--- src/design/mts_pkg.sv ---
package mts_pkg;

  localparam int unsigned DEPTH_DEFAULT = 1024;

  localparam int unsigned ACTION_W = 2;
  localparam int unsigned VALUE_W  = 32;
  localparam int unsigned FILL_W   = 11;
  localparam int unsigned STATUS_W = 2;

  localparam logic [ACTION_W-1:0] ACT_NONE = 2'd0;
  localparam logic [ACTION_W-1:0] ACT_PUSH = 2'd1;
  localparam logic [ACTION_W-1:0] ACT_POP  = 2'd2;

  localparam logic [STATUS_W-1:0] ST_OK    = 2'd0;
  localparam logic [STATUS_W-1:0] ST_FULL  = 2'd1;
  localparam logic [STATUS_W-1:0] ST_EMPTY = 2'd2;

  localparam logic [VALUE_W-1:0] EMPTY_READ = '1;

  // controller to datapath
  typedef struct packed {
    logic take;        // accepted item finished in the accept cycle
    logic start_read;  // accepted pop that must fetch the new top from memory
    logic load_pop;    // memory data is back, finish the pop
  } cmd_t;

  // datapath to controller
  typedef struct packed {
    logic pop_read;    // current input is a pop that leaves entries behind
  } sts_t;

endpackage

--- src/design/mts_ctrl.sv ---
module mts_ctrl (
  input  logic          clk,
  input  logic          rst_n,
  input  logic          in_valid,
  output logic          in_stall,
  output logic          out_valid,
  input  logic          out_stall,
  input  mts_pkg::sts_t sts,
  output mts_pkg::cmd_t cmd
);

  typedef enum logic {
    S_IDLE,
    S_READ
  } state_t;

  state_t state_r, state_nxt;
  logic   out_valid_r, out_valid_nxt;
  logic   out_free;

  // output register can take a new result when empty or being drained now
  assign out_free = !out_valid_r || !out_stall;

  always_comb begin
    state_nxt     = state_r;
    out_valid_nxt = out_valid_r && out_stall;
    cmd           = '0;
    in_stall      = 1'b1;
    case (state_r)
      S_IDLE: begin
        in_stall = !out_free;
        if (in_valid && out_free) begin
          if (sts.pop_read) begin
            cmd.start_read = 1'b1;
            state_nxt      = S_READ;
          end else begin
            cmd.take      = 1'b1;
            out_valid_nxt = 1'b1;
          end
        end
      end
      S_READ: begin
        if (out_free) begin
          cmd.load_pop  = 1'b1;
          out_valid_nxt = 1'b1;
          state_nxt     = S_IDLE;
        end
      end
      default: begin
        state_nxt = S_IDLE;
      end
    endcase
  end

  always_ff @(posedge clk) begin
    if (!rst_n) begin
      state_r     <= S_IDLE;
      out_valid_r <= 1'b0;
    end else begin
      state_r     <= state_nxt;
      out_valid_r <= out_valid_nxt;
    end
  end

  assign out_valid = out_valid_r;

endmodule

--- config.mk ---
export PLATFORM = sky130hd
export DESIGN_NAME = mts_ctrl
export DESIGN_NICKNAME = d
export VERILOG_FILES = /design/src/design/mts_pkg.sv /design/src/design/mts_ctrl.sv
export SDC_FILE = /design/constraint.sdc
export NUM_CORES = 1
export LEC_CHECK = 0
export ABC_AREA = 1
export BUFFER_PORTS_ARGS = -buffer_cell sky130_fd_sc_hd__buf_2
export CAP_MARGIN = 5
export CORE_AREA = 3 3 40 42
export DETAILED_ROUTE_END_ITERATION = 6
export DIE_AREA = 0 0 43 45
export GPL_ROUTABILITY_DRIVEN = 0
export SLEW_MARGIN = 25
export SYNTH_ARGS = -nofsm -noshare
export SYNTH_HDL_FRONTEND = slang
export SYNTH_SLANG_ARGS = --single-unit
--- constraint.sdc ---
create_clock -name clk -period 1.8 [get_ports clk]
set_input_delay 0.54 -clock clk [delete_from_list [all_inputs] [get_ports clk]]
set_output_delay 0.54 -clock clk [all_outputs]
set_load 0.005 [all_outputs]
==> reports/qor.txt, run 1 <==
Vias: 141
Pre-Repair DR Iteration Count: 1
Leak Pwr: 0.130 nW
Register area: 40.0 um2
Fin crit share: 0.892
Synth area leaders: dfxtp_1 (35%), inv_1 (16%), nor2_2 (11%), nand2_1 (9.8%), a21oi_1 (8.7%)
Vias in the first global route: 138
Reg2reg setup slack: 1.07 ns
Die Y: 45 um
Post-CTS sizing: 0
Skew final: 0.00288 ns
Critical path's largest stage delay: 0.11 ns
Synth Register Bits: 2
Worst Hold Class: flip-flop to flip-flop
CTS Buf Count: 3
Crit-path cells: buf_2 > nand2_2 > inv_2 > nor2_2 > inv_2 > nor2_2 > buf_2
Peak Freq: 0.623 GHz
Final hold vios: 0
Critical path's slowest cell: nor2_2
Measured slew at the worst slew-check pin: 0.114 ns
Path depth of the worst reg2reg path: 4
Net Count, Synth: 24
Worst Setup EP: cmd[2]
Post-Synthesis Cells: 19
Count of input and output buffers: 9
Tot Pwr: 0.000174 W
Post-synth EDFFs: 0
Post-synthesis cell type count: 9
Slew Viols, Final: 0
Top cell type's share of synthesized area: 0.348
Register area share after synthesis: 0.348
DRC viols: 0
Die Area: 1940 um2
Detailed Route WL: 303 um
DRT iter0 DRCs: 0
Combined area of the multi-input logic cells: 48.8 um2
Root Driver: clkbuf_4
Worst setup EP type: primary output
Clock slew at reported path FFs: 0.03 ns
Core Rows: 13
PwrDens: 862 nW/um2
Max cap viols: 0
CP Launch Type: input port
Wire per inst: 6.59 um
Status: complete, no violations
Gr usage total: 0.0374
Clock sinks: 2
Final setup viols: 0
Syn Std Cell Area: 115 um2
Critical Path Source: out_stall
RSZ-0062 raised after global routing: no
Worst-path maximum fanout: 3
CTS Hold Buffers Added: 0
Worst rel slew slack: 0.924
Fillers: 148
Period minus WS final: 1.61 ns
Crit Reg-Reg Endpoint: out_valid$_SDFF_PN0_
Async S/R FF share, synth: 0
Routed Antenna Nets: 0
Reg-to-reg startpoint: out_valid$_SDFF_PN0_
Largest net degree at the start of global routing: 4
Num ports: 10
GRT overflow: 0
Via/cell ratio: 3.07
Fin worst setup slack: 0.195 ns
Syn Area/Cell: 6.06 um2
H-tree Lvls: 1
Inserted Diodes: 0
Final nets: 38
Initial core utilization: 0.0896
First-pass GRT wire length: 434 um
Post-synth top flop: dfxtp_1
Clock Path Buffers: 2
Post-Place Setup Slack: 0.184 ns
Critical Path AT: 1.07 ns
DP HPWL: 258 um
Die Wd: 43 um
Setup TNS: 0 ns
Yosys top cell by area: dfxtp_1
Initial antenna violation count: 0
Clock latency on the worst-skew pair: 0.22 ns
Layout cells sized above 1: 0.548
Core area: 1280 um2
P&R area growth vs syn: 75.0%
Ys Warns: 0
VDD IR max: 0.176 mV
Count leader, synth: inv_1
Kind of critical path: input port to primary output
Top post-synthesis cells by count: inv_1 (5), nand2_1 (3)
Critical Path RT: 1.26 ns
HP Start: state_r$_SDFF_PN0_
CTS tree: built
Setup bufs post-CTS: 0
## flip-flops by register name, indices dropped and copies added, names as in the netlist
register	count
out_valid	1
state_r	1
## logic make-up (layout without fill, tap and decap cells)
logic type / after synthesis / in the layout / share of synthesized area
AO/OA/AOI/OAI: 2 / 2 / 0.0870
buffers and inverters: 7 / 19 / 0.228
flip-flops: 2 / 2 / 0.348
AND/OR/NAND/NOR: 8 / 8 / 0.337
## worst min path at each step
stage | cells after the start | endpoint | slack (ns)
3_5_place_dp | 2 | state_r$_SDFF_PN0_ | 0.48
3_3_place_gp | 2 | state_r$_SDFF_PN0_ | 0.48
4_1_cts | 2 | state_r$_SDFF_PN0_ | 0.49
5_1_grt | 2 | state_r$_SDFF_PN0_ | 0.52
2_1_floorplan | 2 | state_r$_SDFF_PN0_ | 0.46
6_report | 2 | state_r$_SDFF_PN0_ | 0.48
## metal layers
metal  GRT usage  routed length [um]
met2      0.0419                 138
met3      0.0438                  56
met1      0.0264                 108
met5           0                   0
met4      0.0542                   0
## power by group
group / leakage (nW) / internal (W) / switching [W]
registers: 0.0165 / 0.0000475 / 0.00000197
clock network: 0.0138 / 0.0000735 / 0.0000244
logic: 0.0994 / 0.0000128 / 0.0000136
total: 0.130 / 0.000134 / 0.0000400
## cells in the final DEF (no fill, tap or decap), drive strengths merged
| cell type | n |
|---|---|
| nand3 | 1 |
| inv | 7 |
| a21oi | 2 |
| buf | 9 |
| nand2 | 4 |
| nor2 | 3 |
| dfxtp | 2 |
| clkbuf | 3 |
## cell type report
class / count / area share
Inverter: 7 / 0.130
Clock buffer: 3 / 0.112
Multi-Input combinational cell: 10 / 0.242
Timing Repair Buffer: 9 / 0.224
Sequential cell: 2 / 0.199
Tap cell: 15 / 0.0932
## through the flow
step	util	cells	cell area [um2]	hold WS (ns)
6_report	0.157	46	201	0.483
5_1_grt	0.157	46	201	0.520
4_1_cts	0.157	46	201	0.489
3_5_place_dp	0.139	43	179	0.485
3_3_place_gp	0.139	43	179	0.479
2_1_floorplan	-	19	115	0.464
## critical path: cells and delay by family
family,cells,cell delay (ns)
buffers and inverters,4,0.29
and+or+nand+nor,3,0.23
No activity file was read; power rests on OpenSTA's default activity.
==> inputs of run 2 (changes only) <==
Settings changed: GPL_ROUTABILITY_DRIVEN 0 to default, PLACE_DENSITY from default to 0.33.
==> run 2 against run 1 <==
  * Maximum frequency down 0.71%
  * Sequential share of layout area unchanged
  * Combinational power is essentially flat
  * First-iteration DRC count stayed put
  * Routed wire length rose by 2.3%
  * Critical path type unchanged
  * Critical endpoint unchanged
==> reports/qor.txt, run 2 (synthesis results as in run 1) <==
Vias: 137
Post-CTS sizing: 0
GRT overflow: 0
Vias in the first global route: 135
Clock sinks: 2
Die Wd: 43 um
H-tree Lvls: 1
Fin Hold WS: 0.480 ns
DRT iter0 DRCs: 0
Count of input and output buffers: 9
Combined area of the multi-input logic cells: 48.8 um2
Pre-Repair DR Iteration Count: 1
Num ports: 10
Routed Antenna Nets: 0
Final setup viols: 0
Fillers: 143
Skew final: 0.00218 ns
Kind of critical path: input port to primary output
Worst-path maximum fanout: 3
Die Area: 1940 um2
Core area: 1280 um2
Detailed Route WL: 310 um
Status: complete, no violations
Worst rel slew slack: 0.927
CP Launch Type: input port
CTS Hold Buffers Added: 0
Critical Path RT: 1.26 ns
DRC viols: 0
Core Rows: 13
CTS Buf Count: 3
Slew Viols, Final: 0
Final hold vios: 0
GPL Wtd Cong: 0.554
Initial antenna violation count: 0
CTS tree: built
Critical Path AT: 1.08 ns
RSZ-0062 raised after global routing: no
VDD IR max: 0.150 mV
Reg-to-reg startpoint: out_valid$_SDFF_PN0_
Via/cell ratio: 2.98
Initial core utilization: 0.0896
Clock Path Buffers: 2
Finished Cell Area: 201 um2
Root Driver: clkbuf_4
Critical path's slowest cell: buf_2
Crit-path cells: buf_2 > nand2_2 > inv_2 > nor2_2 > inv_2 > nor2_2 > buf_2
Register area: 40.0 um2
Leak Pwr: 0.130 nW
PwrDens: 864 nW/um2
Die Y: 45 um
Inserted Diodes: 0
Wire per inst: 6.74 um
Hold Crit Endpoint: state_r$_SDFF_PN0_
Most frequent cells in the layout: buf_2 (9), inv_1 (5), nand2_1 (3), clkbuf_4 (3)
Hold Crit Depth: 2
Measured slew at the worst slew-check pin: 0.110 ns
Commonest non-fill, non-tap cell in the layout: buf_2
Clock slew at reported path FFs: 0.03 ns
Crit Reg-Reg Endpoint: out_valid$_SDFF_PN0_
Largest net degree at the start of global routing: 4
First-pass GRT wire length: 455 um
Final nets: 38
Fin crit share: 0.898
Critical path's largest stage delay: 0.11 ns
Path depth of the worst reg2reg path: 4
Worst setup EP type: primary output
Placed inst area: 179 um2
Clock latency on the worst-skew pair: 0.22 ns
Reg2reg setup slack: 1.08 ns
Peak Freq: 0.619 GHz
Setup TNS: 0 ns
Gr usage total: 0.0424
HP Start: state_r$_SDFF_PN0_
Setup bufs post-CTS: 0
P&R area growth vs syn: 75.0%
Period minus WS final: 1.62 ns
Layout cells sized above 1: 0.548
Worst Hold Class: flip-flop to flip-flop
Max cap viols: 0
DP HPWL: 260 um
-- run 2: cell counts in the layout (fill, tap and decap cells not counted) --
No cell type changed its count.
-- run 2: critical path: cells and delay by family --
kind / cells / cell delay [ns]
simple gates: 3 / 0.23
buf+inv: 4 / 0.31
-- run 2: area by class of cell --
type	count	area share
Timing Repair Buffer	9	0.224
Inverter	7	0.130
Tap cell	15	0.0932
Clock buffer	3	0.112
Sequential cell	2	0.199
Multi-Input combinational cell	10	0.242
-- run 2: routing by layer --
layer | track usage | vias to the layer above | share of wire
li1 | - | 78 | -
met1 | 0.0239 | 53 | 0.30
met2 | 0.0599 | 4 | 0.56
met3 | 0.0239 | 2 | 0.11
met4 | 0.0904 | 0 | 0.019
met5 | 0 | - | 0
-- run 2: power breakdown --
part	total, W	switching, W	internal, W
clock network	0.0000984	0.0000249	0.0000735
registers	0.0000492	0.00000172	0.0000474
logic	0.0000264	0.0000136	0.0000128
total	0.000174	0.0000402	0.000134
-- run 2: worst max-delay path by stage --
stage	cells after the start	to	slack, ns	start
after floorplan	5	cmd[2]	0.40	out_stall
after global placement	7	cmd[2]	0.17	out_stall
after detailed placement	7	cmd[2]	0.17	out_stall
after CTS	7	cmd[2]	0.17	out_stall
after global routing	7	cmd[2]	0.12	out_stall
final	7	cmd[2]	0.18	out_stall
-- run 2: through the flow --
step	util	instances	setup WS [ns]	total power (W)
after floorplan	-	19	0.401	0.0000634
after global placement	0.139	43	0.174	0.0000773
after detailed placement	0.139	43	0.167	0.0000771
after CTS	0.157	46	0.167	0.000183
after global routing	0.157	46	0.123	0.000187
final	0.157	46	0.183	0.000174
